--- config.mk ---
export PLATFORM = sky130hd
export DESIGN_NAME = hci_event_packet_deframer
export DESIGN_NICKNAME = d
export VERILOG_FILES = /design/src/rtl/hed_pkg.sv /design/src/rtl/hed_in_stage.sv /design/src/rtl/hed_fsm.sv /design/src/rtl/hed_out_stage.sv /design/src/rtl/hci_event_packet_deframer.sv
export SDC_FILE = /design/constraint.sdc
export NUM_CORES = 1
export LEC_CHECK = 0
export BUFFER_PORTS_ARGS = -buffer_cell sky130_fd_sc_hd__buf_4
export CORE_AREA = 5 5 94 96
export CTS_BUF_LIST = sky130_fd_sc_hd__clkbuf_4
export CTS_CLUSTER_SIZE = 40
export DETAILED_ROUTE_END_ITERATION = 6
export DIE_AREA = 0 0 99 101
export GPL_ROUTABILITY_DRIVEN = 0
export SYNTH_ARGS = -nofsm -noshare
export SYNTH_HDL_FRONTEND = slang
export SYNTH_SLANG_ARGS = --single-unit
export TNS_END_PERCENT = 1
--- constraint.sdc ---
create_clock -name clk -period 3.71 [get_ports clk]
set_input_delay 0.1855 -clock clk [delete_from_list [all_inputs] [get_ports clk]]
set_output_delay 0.1855 -clock clk [all_outputs]
set_load 0.01 [all_outputs]
--- src/rtl/hed_pkg.sv ---
package hed_pkg;

    localparam logic [7:0] IND_EVENT = 8'h04;
    localparam logic [8:0] HDR_LEN = 9'd3;
    localparam logic [8:0] BUF_SIZE_RESET = 9'd258;

    typedef enum logic [1:0] {
        PH_HUNT  = 2'd0,
        PH_CODE  = 2'd1,
        PH_LEN   = 2'd2,
        PH_PARAM = 2'd3
    } phase_t;

    // One result beat as it travels from the state machine to the output register.
    typedef struct packed {
        logic       valid;
        logic [7:0] packet_byte;
        logic [8:0] byte_position;
        logic       end_of_packet;
        logic [8:0] packet_count;
    } res_t;

endpackage

--- src/rtl/hed_in_stage.sv ---
module hed_in_stage (
    input  logic       clk,
    input  logic       rst_n,
    input  logic       rx_valid,
    output logic       rx_stall,
    input  logic [7:0] rx_byte,
    input  logic       take,
    output logic       hold_valid,
    output logic [7:0] hold_byte
);

    logic       valid_reg;
    logic       valid_next;
    logic [7:0] byte_reg;
    logic       accept;

    // The held byte may leave and a new one enter in the same cycle.
    assign rx_stall   = valid_reg && !take;
    assign accept     = rx_valid && !rx_stall;
    assign valid_next = accept ? 1'b1 : (take ? 1'b0 : valid_reg);

    always_ff @(posedge clk or negedge rst_n)
    begin
        if (!rst_n)
        begin
            valid_reg <= 1'b0;
        end
        else
        begin
            valid_reg <= valid_next;
        end
    end

    always_ff @(posedge clk)
    begin
        if (accept)
        begin
            byte_reg <= rx_byte;
        end
    end

    assign hold_valid = valid_reg;
    assign hold_byte  = byte_reg;

endmodule

--- src/rtl/hed_fsm.sv ---
module hed_fsm (
    input  logic          clk,
    input  logic          rst_n,
    input  logic          hold_valid,
    input  logic [7:0]    hold_byte,
    input  logic          out_busy,
    input  logic          cfg_write,
    input  logic [8:0]    cfg_data,
    output logic          take,
    output hed_pkg::res_t res
);

    hed_pkg::phase_t phase_reg;
    hed_pkg::phase_t phase_next;
    logic [8:0]      index_reg;
    logic [8:0]      index_next;
    logic [7:0]      left_reg;
    logic [7:0]      left_next;
    logic [8:0]      bufsize_reg;
    logic [8:0]      cap;
    logic [7:0]      keep;
    logic            has_res;

    assign cap  = (bufsize_reg > hed_pkg::HDR_LEN) ? (bufsize_reg - hed_pkg::HDR_LEN) : 9'd0;
    assign keep = ({1'b0, hold_byte} < cap) ? hold_byte : cap[7:0];

    // Only a non-indicator byte while hunting produces no result.
    assign has_res = (phase_reg != hed_pkg::PH_HUNT) || (hold_byte == hed_pkg::IND_EVENT);
    assign take    = hold_valid && (!has_res || !out_busy);

    always_comb
    begin
        phase_next        = phase_reg;
        index_next        = index_reg;
        left_next         = left_reg;
        res.valid         = take && has_res;
        res.packet_byte   = hold_byte;
        res.byte_position = 9'd0;
        res.end_of_packet = 1'b0;
        res.packet_count  = 9'd0;
        case (phase_reg)
            hed_pkg::PH_HUNT:
            begin
                if (hold_byte == hed_pkg::IND_EVENT)
                begin
                    index_next = 9'd1;
                    phase_next = hed_pkg::PH_CODE;
                end
            end
            hed_pkg::PH_CODE:
            begin
                res.byte_position = 9'd1;
                index_next        = 9'd2;
                phase_next        = hed_pkg::PH_LEN;
            end
            hed_pkg::PH_LEN:
            begin
                res.byte_position = 9'd2;
                if (keep == 8'd0)
                begin
                    res.end_of_packet = 1'b1;
                    res.packet_count  = hed_pkg::HDR_LEN;
                    index_next        = 9'd0;
                    left_next         = 8'd0;
                    phase_next        = hed_pkg::PH_HUNT;
                end
                else
                begin
                    index_next = hed_pkg::HDR_LEN;
                    left_next  = keep;
                    phase_next = hed_pkg::PH_PARAM;
                end
            end
            hed_pkg::PH_PARAM:
            begin
                res.byte_position = index_reg;
                if (left_reg <= 8'd1)
                begin
                    res.end_of_packet = 1'b1;
                    res.packet_count  = index_reg + 9'd1;
                    index_next        = 9'd0;
                    left_next         = 8'd0;
                    phase_next        = hed_pkg::PH_HUNT;
                end
                else
                begin
                    index_next = index_reg + 9'd1;
                    left_next  = left_reg - 8'd1;
                end
            end
            default:
            begin
                phase_next = hed_pkg::PH_HUNT;
            end
        endcase
    end

    always_ff @(posedge clk or negedge rst_n)
    begin
        if (!rst_n)
        begin
            phase_reg   <= hed_pkg::PH_HUNT;
            index_reg   <= 9'd0;
            left_reg    <= 8'd0;
            bufsize_reg <= hed_pkg::BUF_SIZE_RESET;
        end
        else
        begin
            if (take)
            begin
                phase_reg <= phase_next;
                index_reg <= index_next;
                left_reg  <= left_next;
            end
            if (cfg_write)
            begin
                bufsize_reg <= cfg_data;
            end
        end
    end

endmodule

--- src/rtl/hed_out_stage.sv ---
module hed_out_stage (
    input  logic          clk,
    input  logic          rst_n,
    input  hed_pkg::res_t res,
    output logic          out_busy,
    output logic          out_valid,
    input  logic          out_stall,
    output logic [7:0]    packet_byte,
    output logic [8:0]    byte_position,
    output logic          end_of_packet,
    output logic [8:0]    packet_count
);

    logic          valid_reg;
    logic          valid_next;
    hed_pkg::res_t data_reg;

    // A new result is only offered when the register is free or being drained.
    assign out_busy   = valid_reg && out_stall;
    assign valid_next = res.valid ? 1'b1 : (out_stall ? valid_reg : 1'b0);

    always_ff @(posedge clk or negedge rst_n)
    begin
        if (!rst_n)
        begin
            valid_reg <= 1'b0;
        end
        else
        begin
            valid_reg <= valid_next;
        end
    end

    always_ff @(posedge clk)
    begin
        if (res.valid)
        begin
            data_reg <= res;
        end
    end

    assign out_valid     = valid_reg;
    assign packet_byte   = data_reg.packet_byte;
    assign byte_position = data_reg.byte_position;
    assign end_of_packet = data_reg.end_of_packet;
    assign packet_count  = data_reg.packet_count;

endmodule

--- src/rtl/hci_event_packet_deframer.sv ---
// Path: a byte accepted into the input register is processed by the state machine,
// and its result beat enters the result register when that register is free or
// being drained, so an output stall can hold the byte in the input register.
// Throughput: one byte per cycle while the result register is not held by an output stall.
// Reset (rst_n, asynchronous, active low) empties both registers, returns the
// deframer to hunting for the indicator and sets buffer_size to 258.
module hci_event_packet_deframer (
    input  logic       clk,
    input  logic       rst_n,
    input  logic       rx_valid,
    output logic       rx_stall,
    input  logic [7:0] rx_byte,
    input  logic       cfg_valid,
    output logic       cfg_ready,
    input  logic [8:0] cfg_data,
    output logic       out_valid,
    input  logic       out_stall,
    output logic [7:0] packet_byte,
    output logic [8:0] byte_position,
    output logic       end_of_packet,
    output logic [8:0] packet_count
);

    // The input register holds one received beat. It frees itself as soon as
    // the state machine consumes the byte, so a new beat can enter every cycle
    // while the output register drains.
    logic          hold_valid;
    logic [7:0]    hold_byte;
    logic          take;
    logic          out_busy;
    hed_pkg::res_t res;

    // The buffer size register is always writable. It is sampled only when
    // a length byte is processed.
    assign cfg_ready = 1'b1;

    hed_in_stage u_in (
        .clk        (clk),
        .rst_n      (rst_n),
        .rx_valid   (rx_valid),
        .rx_stall   (rx_stall),
        .rx_byte    (rx_byte),
        .take       (take),
        .hold_valid (hold_valid),
        .hold_byte  (hold_byte)
    );

    // The state machine hunts for the event indicator, passes the header and
    // then the kept parameter bytes. A dropped byte while hunting is consumed
    // even when the output register is full, since it produces no beat.
    hed_fsm u_fsm (
        .clk        (clk),
        .rst_n      (rst_n),
        .hold_valid (hold_valid),
        .hold_byte  (hold_byte),
        .out_busy   (out_busy),
        .cfg_write  (cfg_valid && cfg_ready),
        .cfg_data   (cfg_data),
        .take       (take),
        .res        (res)
    );

    // The result register keeps a finished beat stable while the consumer stalls.
    hed_out_stage u_out (
        .clk           (clk),
        .rst_n         (rst_n),
        .res           (res),
        .out_busy      (out_busy),
        .out_valid     (out_valid),
        .out_stall     (out_stall),
        .packet_byte   (packet_byte),
        .byte_position (byte_position),
        .end_of_packet (end_of_packet),
        .packet_count  (packet_count)
    );

endmodule

# After elaboration in Yosys (flattened, before gate mapping)
# Index checks and enable logic that the tools add are counted.
totals:
  reg_bits: 65
  in_bits: 22
  word_cells: 64
classes:
  n_eq_ne: 7
  n_lt_le_gt_ge: 3
  reduce_logical: 19
  n_mux: 21
  addsub: 3
ops:
  columns: ["cell", "count"]
  rows:
  - ["one-hot mux 9 bit (4 select lines)", 1]
  - ["two-way mux 9 bit", 3]
  - ["one-hot mux 9 bit (3 select lines)", 1]
  - ["two-way mux 8 bit", 3]
  - ["two-way mux 10 bit", 2]
  - ["one-hot mux 10 bit (2 select lines)", 1]
  - ["one-hot mux 8 bit (2 select lines)", 1]
  - ["adder 9 x 1 -> 9 bit, second input constant", 1]
  - ["> comparator 9 x 2 -> 1 bit, second input constant", 1]
  - ["< comparator 8 x 9 -> 1 bit", 1]
  - ["subtractor 9 x 2 -> 9 bit, second input constant", 1]
  - ["== test 8 x 3 -> 1 bit, second input constant", 1]
  - ["less-or-equal comparator 8 x 1 -> 1 bit, second input constant", 1]
  - ["logical NOT 8 bit", 1]
  - ["two-way mux 2 bit", 4]
  - ["one-hot mux 2 bit (4 select lines)", 1]
  - ["subtractor 8 x 1 -> 8 bit, second input constant", 1]
  - ["!= test 2 x 1 -> 1 bit, second input constant", 3]
  - ["nonzero test 2 bit", 3]
  - ["logical AND 1 bit", 5]
  - ["== test 2 bit, second input constant", 2]
  - ["logical NOT 1 bit", 4]
  - ["two-way mux 1 bit", 4]
  - ["AND reduction 2 bit", 2]
  - ["other kinds (4)", 5]

# Longest topological paths before layout
# Gate-level depths: netlist (run 1).
depth:
  word_depth: 10
  mapped_depth: 13
  mapped_depth_nobuf: 11

# Modules after synthesis
# A second synthesis (run 1) with hierarchy kept.
unflattened:
  cells_unflattened: 324
  hier_area_um2: 3524.6
by_module_without_submodules:
  columns: ["module", "instances", "area_per_inst_um2", "cells_per_inst", "seq_area_each_um2"]
  rows:
  - ["hed_fsm", 1, 2366.0, 279, 703.2]
  - ["hed_out_stage", 1, 849.6, 30, 835.8]
  - ["hed_in_stage", 1, 297.8, 13, 265.3]
  - ["hci_event_packet_deframer", 1, 11.3, 2, 0.0]

# Least setup slack after synthesis (run 1)
# No wires, ideal clock.
synth_timing:
  path_kind: "register -> register"
  startpoint: "register u_fsm.bufsize_reg[1]"
  endpoint: "register u_fsm.phase_reg[1]"
  path_stages_with_launch: 13
  setup_time_ns: 0.143
  period_less_slack_ns: 3.126
  arrival_ns: 2.984
  path_buffers: 2
  setup_slack_ns: 0.584
  path_cell_list: "dfstp_2 > ha_1 > clkbuf_1 > nor3_1 > xnor2_1 > or2_2 > ha_1 > nand4_1 > o211a_1 > or2_1 > buf_6 > o31ai_2 > o221ai_1"
synth_via:
  elab_chain_cells: 7
synth_lines:
  columns: ["item", "line", "rtl"]
  rows:
  - ["start: declaration", "hed_fsm.sv:19", "logic [8:0] bufsize_reg;"]
  - ["start signal: assignment", "hed_fsm.sv:105", "bufsize_reg <= hed_pkg::BUF_SIZE_RESET;"]
  - ["start signal: assignment", "hed_fsm.sv:117", "bufsize_reg <= cfg_data;"]
  - ["subtractor 9 x 2 -> 9 bit / > comparator 9 x 2 -> 1 bit (equally long branches)", "hed_fsm.sv:24", "assign cap = (bufsize_reg > hed_pkg::HDR_LEN) ? (bufsize_reg - hed_pkg::HDR_LEN) : 9'd0;"]
  - ["two-way mux 9 bit *", "hed_fsm.sv:24", null]
  - ["< comparator 8 x 9 -> 1 bit", "hed_fsm.sv:25", "assign keep = ({1'b0, hold_byte} < cap) ? hold_byte : cap[7:0];"]
  - ["two-way mux 8 bit *", "hed_fsm.sv:25", null]
  - ["logical NOT 8 bit *", "hed_fsm.sv:59", "if (keep == 8'd0)"]
  - ["two-way mux 2 bit *", "hed_fsm.sv:59", null]
  - ["one-hot mux 2 bit (4 select lines) *", "hed_fsm.sv:41", "case (phase_reg)"]
  - ["end signal: assignment", "hed_fsm.sv:102", "phase_reg <= hed_pkg::PH_HUNT;"]
  - ["end signal: assignment", "hed_fsm.sv:111", "phase_reg <= phase_next;"]
  - ["end: declaration", "hed_fsm.sv:13", "hed_pkg::phase_t phase_reg;"]
# Every way passes the cells marked *; elsewhere a longest branch is shown, timed or not.
# A chain may end at the register's enable or synchronous reset.

==> impl_metrics.toml, run 1 <==
[outcome]
status = "complete, no violations"

[timing]
min_period_ns = 3.41
slew_violations = 0
finalCritPeriodShare_pct = 92.0
tns_ns = 0
setup_violations = 0
skew_ns = 0.0158
hold_violations = 0
setup_slack_ns = 0.297
tightest_slew_ns = 0.730
fmax_mhz = 293
rsz0062_at_grt = "false"
slew_headroom_pct = 51.2

[cells_and_area]
diodes = 0
area_growth_pct = 22.8
layout-drive-gt1-share_pct = 22.4
fin_nets = 435
fin_util_pct = 53.5

[synth]
yosysSeqAreaShare_pct = 52.0
synth_top_family_by_area = "simple AND/OR/NAND/NOR gates"
synth_fp_nets = 365
yosysWarnings = 0
syn_inst = 332
synthAdderAreaFrac_pct = 3.97
synth-xor-area-share_pct = 2.78
ys_ff_latch = 65
synth-compound-area-share_pct = 16.2
synth.most_common_cell = "edfxtp_1"
synth_top_area_share_pct = 30.3
syn_area_um2 = 3470
muxShareOfSynthArea_pct = 3.14
yosysTopAreaCell = "edfxtp_1"
synth_edf_count = 35
synth_simple_gate_area_share_pct = 18.4
postSynthAreaPerCell_um2 = 10.4
synthTopCellsByArea = "edfxtp_1 30%, dfrtp_1 20%, ha_1 4.0%"
synthTopCellsByCount = "35 x edfxtp_1, 31 x nand2_1, 28 x dfrtp_1, 28 x nor2_1, 26 x o21ai_0"
ys_types = 53
synthArstFlopShare_pct = 46.2
synth_top_flop_cell = "edfxtp_1"

[power_and_ir_drop]
leakage_nw = 1.77
ir_drop_mv = 0.183
seq_power_share_pct = 49.6
internal-power_w = 0.00134
cellPowerDensity_nw_per_um2 = 463
power.share.combinational_pct = 27.0
sw_frac_of_total_pct = 31.9
switchingPower_w = 0.000629
power_frac_clock_pct = 23.4

[global_route]
grt-ovfl-total = 0
grt_pass1_vias = 2593
grt_pass1_wl_mm = 12.4
grt_start_max_net_pins = 31
grt_antenna_before_repair = 0
grt_use_total_pct = 15.6

[route]
ant_nets = 0
routed_wl_mm = 7.47
firstDrtPassIters = 4
via_per_inst = 5.35
detail_route.wl_per_cell_um = 14.6
drt_iter0_drc = 111
vias = 2737
drc = 0

[setup_path]
crit_fanout = 14
critical_path.most_common_cell = "ha_1"
arrival_ns = 3.57
start_kind = "flip-flop"
crit_chain = "ha_1 -> nor2_1 -> xor2_1 -> nand2b_1 -> ha_1 -> a21o_1 -> a211oi_1 -> o211a_1 -> or2_1 -> o31a_1 -> o22ai_1"
crit_buf_inv = 0
worst_path_max_delay_cell = "dfstp_2"
cp.required_ns = 3.87
setup.worst_path.end_class = "flip-flop"
critPathTopFamily = "compound AO/OA/AOI/OAI gates"
max_stage_delay_ns = 0.59
crit_type = "flip-flop to flip-flop"

[place]
hpwl_mm = 5.37
place_ws_ns = 0.325
portBuffers = 50

[clocking]
clk_pin_slew_ns = 0.11
cts_tree = "built"
htreeDepth = 3
clockBufferDepth = 2
cts_made_buffers = 9
clock-sinks = 65
post_cts_resized = 0
postCtsHoldBufs = 19
clk_latency_ns = 0.41
cts_setup_buffers = 0
root_buffer = "clkbuf_4"

[worst_hold_path]
hold_path.class = "input port to flip-flop"

[floorplanning]
core.rowCount = 33
die_h_um = 101
core_um2 = 7970
dieArea_um2 = 10000
io_pins = 52
die_w_um = 99
start_util_pct = 43.5

[flow_run]
drv_cap = 0
==> stage by stage <==
step / area, um2 / hold slack [ns] / total power [W] / std cells
floorplan: 3470 / -0.110 / 0.00134 / 332
global placement: 3940 / 0.146 / 0.00150 / 477
detailed placement: 3940 / 0.146 / 0.00151 / 477
CTS: 4260 / 0.0112 / 0.00200 / 512
global route: 4260 / 0.0170 / 0.00211 / 512
finish: 4260 / 0.0369 / 0.00197 / 512
==> worst register-to-register path, delay by kind of cell, from the launching register on <==
family | cells | cell delay (ns)
and+or+nand+nor | 3 | 0.59
AOI/OAI and AO/OA | 5 | 1.08
DFF | 1 | 0.59
xor gates and xnor gates | 1 | 0.15
adders and majority gates | 2 | 0.76
==> cell type report <==
class / count / area, um2
Clock buffer: 10 / 75.1
Fill cell: 742 / 3710
Tap cell: 105 / 131
Inverter: 9 / 33.8
Sequential cell: 65 / 1800
Timing Repair Buffer: 75 / 611
Multi-Input combinational cell: 242 / 1550
Clock inverter: 6 / 58.8
==> cells in the final DEF, fill, tap and decap left out, types with 13 or more instances in the layout <==
cell,count
and3_1,13
buf_4,56
o21ai_0,26
a21oi_1,16
dfrtp_1,28
nor2_1,28
edfxtp_1,35
nand2_1,31
dlygate4sd3_1,19
nor3_1,14
==> power by group through the flow <==
stage / clock [W] / combinational (W) / sequential [W]
final: 0.000461 / 0.000532 / 0.000978
after global routing: 0.000515 / 0.000597 / 0.000996
after CTS: 0.000482 / 0.000537 / 0.000978
after detailed placement: 0 / 0.000519 / 0.000993
after global placement: 0 / 0.000512 / 0.000989
after floorplan: 0 / 0.000352 / 0.000988
==> worst paths after layout <==
check	start	endpoint	slack [ns]	cells after the start
setup reg to reg	u_fsm.bufsize_reg[1]	u_out.packet_count[0]	0.30	11
hold / removal	out_stall	u_out.out_valid	0.04	3
setup / recovery	u_fsm.bufsize_reg[1]	u_out.packet_count[0]	0.30	11
hold reg to reg	u_in.hold_byte[6]	u_out.packet_byte[6]	0.51	0
max in group asynchronous	rst_n	u_fsm.bufsize_reg[8]	3.16	2
min in group asynchronous	rst_n	u_fsm.index_reg[7]	0.23	2
==> metal layers <==
layer | track usage, % | vias up | share of wire, %
met5 | 0 | - | 0
met4 | 6.51 | 0 | 1.5
met3 | 3.88 | 9 | 5.0
met2 | 27.7 | 63 | 51
met1 | 18.0 | 1293 | 43
li1 | - | 1372 | -
==> kinds of logic (layout without fill, tap and decap cells) <==
kind of cell | Yosys count | in the layout
other | 1 | 1
muxes | 10 | 10
buffers and inverters | 25 | 100
xor gates and xnor gates | 11 | 11
AOI/OAI and AO/OA | 86 | 86
and+or+nand+nor | 123 | 123
adders and majority gates | 11 | 11
DFF | 65 | 65
(Power assumes the default switching activity.)
==> run 2: changes to the inputs <==
--- a/config.mk
+++ b/config.mk
@@ -5,12 +5,12 @@
 export SDC_FILE = /design/constraint.sdc
 export NUM_CORES = 1
 export LEC_CHECK = 0
-export BUFFER_PORTS_ARGS = -buffer_cell sky130_fd_sc_hd__buf_4
 export CORE_AREA = 5 5 94 96
 export CTS_BUF_LIST = sky130_fd_sc_hd__clkbuf_4
 export CTS_CLUSTER_SIZE = 40
 export DETAILED_ROUTE_END_ITERATION = 6
 export DIE_AREA = 0 0 99 101
+export DONT_BUFFER_PORTS = 1
 export GPL_ROUTABILITY_DRIVEN = 0
 export SYNTH_ARGS = -nofsm -noshare
 export SYNTH_HDL_FRONTEND = slang
==> impl_metrics.toml, run 2 (synthesis results as in run 1) <==
[power_and_ir_drop]
cellPowerDensity_nw_per_um2 = 518
ir_drop_mv = 0.208
leakage_nw = 1.57

[cells_and_area]
fin_nets = 388
postLayoutCellArea_um2 = 3970
layout-drive-gt1-share_pct = 11.7
diodes = 0
mostFrequentLayoutCell = "edfxtp_1"
area_growth_pct = 14.5
final_cell_mix = "35 x edfxtp_1, 31 x nand2_1, 28 x nor2_1, 28 x dfrtp_1, 26 x o21ai_0"

[clocking]
clk_latency_ns = 0.41
htreeDepth = 3
root_buffer = "clkbuf_4"
post_cts_resized = 0
clk_pin_slew_ns = 0.11
cts_setup_buffers = 0
postCtsHoldBufs = 22
cts_made_buffers = 9
clock-sinks = 65
cts_tree = "built"
clockBufferDepth = 2

[global_route]
grt_antenna_before_repair = 0
grt_pass1_vias = 2551
grt_start_max_net_pins = 31
grt-ovfl-total = 0
grt_pass1_wl_mm = 12.5
grt_use_total_pct = 16.0

[route]
ant_nets = 0
firstDrtPassIters = 5
detail_route.wl_per_cell_um = 16.1
top_layer = "met4"
routed_wl_mm = 7.47
m1WireLength_mm = 3.25
drc = 0
drt_iter0_drc = 105
dr_wl_met2_mm = 3.86
vias = 2583
wl_met3_um = 272
via_per_inst = 5.55

[timing]
hold_violations = 0
rsz0062_at_grt = "false"
slew_headroom_pct = 52.8
skew_ns = 0.0173
slew_violations = 0
finalCritPeriodShare_pct = 93.4
min_period_ns = 3.47
fmax_mhz = 289
tightest_slew_ns = 0.707
tns_ns = 0
setup_violations = 0

[worst_hold_path]
hold_path.class = "input port to async pin"

[floorplanning]
die_h_um = 101
start_util_pct = 43.5
die_w_um = 99
core_um2 = 7970
dieArea_um2 = 10000
core.rowCount = 33
io_pins = 52

[place]
portBuffers = 0
hpwl_mm = 5.18
placed_area_um2 = 3560

[setup_path]
max_stage_delay_ns = 0.59
crit_type = "flip-flop to flip-flop"
critical_path_depth = 11
crit_fanout = 14
setup.worst_path.end_class = "flip-flop"
critical_path.most_common_cell = "ha_1"
crit_buf_inv = 0
reg2regPathDepth = 11
critPathLaunch = "u_fsm.bufsize_reg[1]"
r2r-end = "u_out.packet_count[1]"
r2r_slack_ns = 0.24
arrival_ns = 3.62
critPathCapture = "u_out.packet_count[1]"
crit_chain = "ha_1 -> nor2_1 -> xor2_1 -> nand2b_1 -> ha_1 -> a21o_1 -> a211oi_1 -> o211a_1 -> or2_1 -> o31a_1 -> o22ai_1"
worst_path_max_delay_cell = "dfstp_2"
cp.required_ns = 3.87
start_kind = "flip-flop"
critPathTopFamily = "compound AO/OA/AOI/OAI gates"
reg2reg_from = "u_fsm.bufsize_reg[1]"

[outcome]
status = "complete, no violations"

[flow_run]
drv_cap = 0
[run 2: cell count changes in the layout (fill, tap and decap cells not counted), sizes merged]
cell | before | now
clkinvlp | 2 | 1
dlygate4sd3 | 19 | 21
clkinv | 3 | 2
bufinv | 1 | 3
buf | 56 | 7
[run 2: per-stage QoR]
| step | instances | setup slack, ns | util [%] | hold slack, ns | power [W] |
|---|---|---|---|---|---|
| final | 465 | 0.245 | 49.9 | 0.205 | 0.00206 |
| after global routing | 465 | 0.00948 | 49.9 | 0.169 | 0.00219 |
| after CTS | 465 | 0.262 | 49.9 | 0.192 | 0.00207 |
| after detailed placement | 427 | 0.275 | 44.7 | -0.108 | 0.00144 |
| after global placement | 427 | 0.366 | 44.7 | -0.108 | 0.00142 |
| after floorplan | 332 | 0.584 | - | -0.110 | 0.00134 |
[run 2: layer usage]
layer	track usage, %	up-vias
met5	0	-
met4	4.83	0
met3	4.98	7
met2	28.3	61
met1	18.6	1239
li1	-	1276
[run 2: layout make-up]
type	instances	area (um2)
well taps	105	131
repair buffers	28	275
fillers	715	4000
multi-input cells	242	1550
clock inverters	6	106
inverters	9	33.8
clock buffers	10	75.1
flip-flops and latches	65	1800
[run 2: worst min path at each step]
stage	start	endpoint	cells after the start
detailed placement	rst_n	u_fsm.bufsize_reg[3]	0
CTS	rx_valid	u_in.hold_byte[0]	1
global route	rst_n	u_fsm.index_reg[6]	2
finish	rst_n	u_fsm.left_reg[4]	2
floorplan	rst_n	u_fsm.bufsize_reg[0]	0
global placement	rst_n	u_fsm.bufsize_reg[3]	0
[run 2: report_power, final]
part	internal (W)	switching (W)
clock	0.000346	0.000263
combinational	0.000199	0.000248
sequential	0.000883	0.000120
==> run 3: changes to the inputs <==
==> constraint.sdc (replaced) <==
create_clock -name clk -period 3.71 [get_ports clk]
set_input_delay 0.742 -clock clk [delete_from_list [all_inputs] [get_ports clk]]
set_output_delay 0.742 -clock clk [all_outputs]
set_load 0.01 [all_outputs]
==> impl_metrics.toml, run 3 (synthesis results as in run 1) <==
[global_route]
grt_use_total_pct = 15.6
grt_pass1_wl_mm = 12.2
grt-ovfl-total = 0
grt_antenna_before_repair = 0
grt_pass1_vias = 2408
grt_start_max_net_pins = 28

[route]
drt_iter0_drc = 104
vias = 2517
m1WireLength_mm = 3.38
firstDrtPassIters = 4
detail_route.wl_per_cell_um = 16.6
routed_wl_mm = 7.40
wl_met3_um = 213
via_per_inst = 5.64
ant_nets = 0
top_layer = "met4"
dr_wl_met2_mm = 3.70
drc = 0

[cells_and_area]
layout-drive-gt1-share_pct = 12.0
fillers = 759
fin_nets = 369
area_growth_pct = 8.12
diodes = 0
final_cell_mix = "35 x edfxtp_1, 31 x nand2_1, 28 x nor2_1, 28 x dfrtp_1, 26 x o21ai_0"
fin_util_pct = 47.1
mostFrequentLayoutCell = "edfxtp_1"

[setup_path]
crit_fanout = 14
r2r-end = "u_out.packet_count[0]"
start_kind = "flip-flop"
crit_type = "flip-flop to flip-flop"
setup.worst_path.end_class = "flip-flop"
cp.required_ns = 3.86
critPathCapture = "u_out.packet_count[0]"
r2r_slack_ns = 0.29
reg2reg_from = "u_fsm.bufsize_reg[1]"
arrival_ns = 3.57
critPathLaunch = "u_fsm.bufsize_reg[1]"
reg2regPathDepth = 11

[worst_hold_path]
hold_path.class = "input port to async pin"

[timing]
slew_headroom_pct = 51.6
hold_violations = 0
tightest_slew_ns = 0.724
fmax_mhz = 292
setup_violations = 0
min_period_ns = 3.42
slew_violations = 0
skew_ns = 0.0217
tns_ns = 0
rsz0062_at_grt = "false"
finalCritPeriodShare_pct = 92.3

[clocking]
root_buffer = "clkbuf_4"
clk_pin_slew_ns = 0.10
clk_latency_ns = 0.41
clockBufferDepth = 2
post_cts_resized = 0
clock-sinks = 65
cts_tree = "built"
htreeDepth = 3
cts_made_buffers = 9

[place]
portBuffers = 0
hpwl_mm = 5.14

[power_and_ir_drop]
power_frac_clock_pct = 27.5
ir_drop_mv = 0.183
power.share.combinational_pct = 21.6
switchingPower_w = 0.000606
internal-power_w = 0.00136
seq_power_share_pct = 50.9
sw_frac_of_total_pct = 30.8
leakage_nw = 1.48
cellPowerDensity_nw_per_um2 = 525

[flow_run]
drv_cap = 0

[floorplanning]
die_h_um = 101
io_pins = 52
dieArea_um2 = 10000
start_util_pct = 43.5
core.rowCount = 33
core_um2 = 7970
die_w_um = 99

[outcome]
status = "complete, no violations"
-- run 3: cell count changes in the layout (fill, tap and decap cells not counted) --
cell / before / now
clkinvlp_4: 1 / 0
bufinv_16: 3 / 2
dlygate4sd3_1: 21 / 3
buf_12: 1 / 0
clkbuf_4: 10 / 12
-- run 3: worst min path at each step --
| stage | from | to | slack (ns) | cells after the start |
|---|---|---|---|---|
| floorplan | rst_n | u_fsm.bufsize_reg[0] | 0.45 | 0 |
| global placement | rst_n | u_fsm.bufsize_reg[3] | 0.45 | 0 |
| detailed placement | rst_n | u_fsm.bufsize_reg[5] | 0.45 | 0 |
| CTS | rst_n | u_fsm.index_reg[2] | 0.0005 | 0 |
| global route | rst_n | u_fsm.bufsize_reg[1] | 0.12 | 0 |
| finish | rst_n | u_fsm.bufsize_reg[1] | 0.17 | 0 |
-- run 3: layout make-up --
type / instances / area [um2] / share of cell area (%)
flip-flops and latches: 65 / 1800 / 48.1
repair buffers: 9 / 75.1 / 2.00
clock buffers: 12 / 90.1 / 2.40
well taps: 105 / 131 / 3.50
clock inverters: 4 / 68.8 / 1.84
inverters: 9 / 33.8 / 0.901
multi-input cells: 242 / 1550 / 41.2
-- run 3: power groups by stage --
stage | Combinational (W) | Clock (W) | Sequential, W
floorplan | 0.000352 | 0 | 0.000988
global placement | 0.000408 | 0 | 0.00101
detailed placement | 0.000417 | 0 | 0.00102
CTS | 0.000425 | 0.000559 | 0.00100
global route | 0.000496 | 0.000599 | 0.00102
finish | 0.000425 | 0.000541 | 0.00100
-- run 3: critical path, stage by stage, from the launching register on --
cell      delay (ns)
dfstp_2         0.58
ha_1            0.47
nor2_1          0.15
xor2_1          0.15
nand2b_1        0.10
ha_1            0.30
a21o_1          0.16
a211oi_1        0.23
o211a_1         0.34
or2_1           0.36
o31a_1          0.23
o22ai_1         0.10
-- run 3: layer usage --
layer	track usage, %	vias up
met5	0	-
met4	5.57	0
met3	4.15	10
met2	25.9	53
met1	19.7	1219
li1	-	1235
-- run 3: metrics by stage --
step                hold WS (ns)  worst slack (ns)  cell area, um2  std cells  total power [W]
floorplan                  0.446             0.584            3470        332          0.00134
global placement           0.448             0.364            3560        427          0.00142
detailed placement         0.448             0.332            3560        427          0.00144
CTS                     0.000487             0.297            3740        445          0.00199
global route               0.123            0.0421            3750        446          0.00211
finish                     0.173             0.286            3750        446          0.00197
-- run 3: repair_timing --
action	in CTS	in global routing
hold buffers	2	1
buffers inserted	0	0
endpoints found under the hold margin	13	7
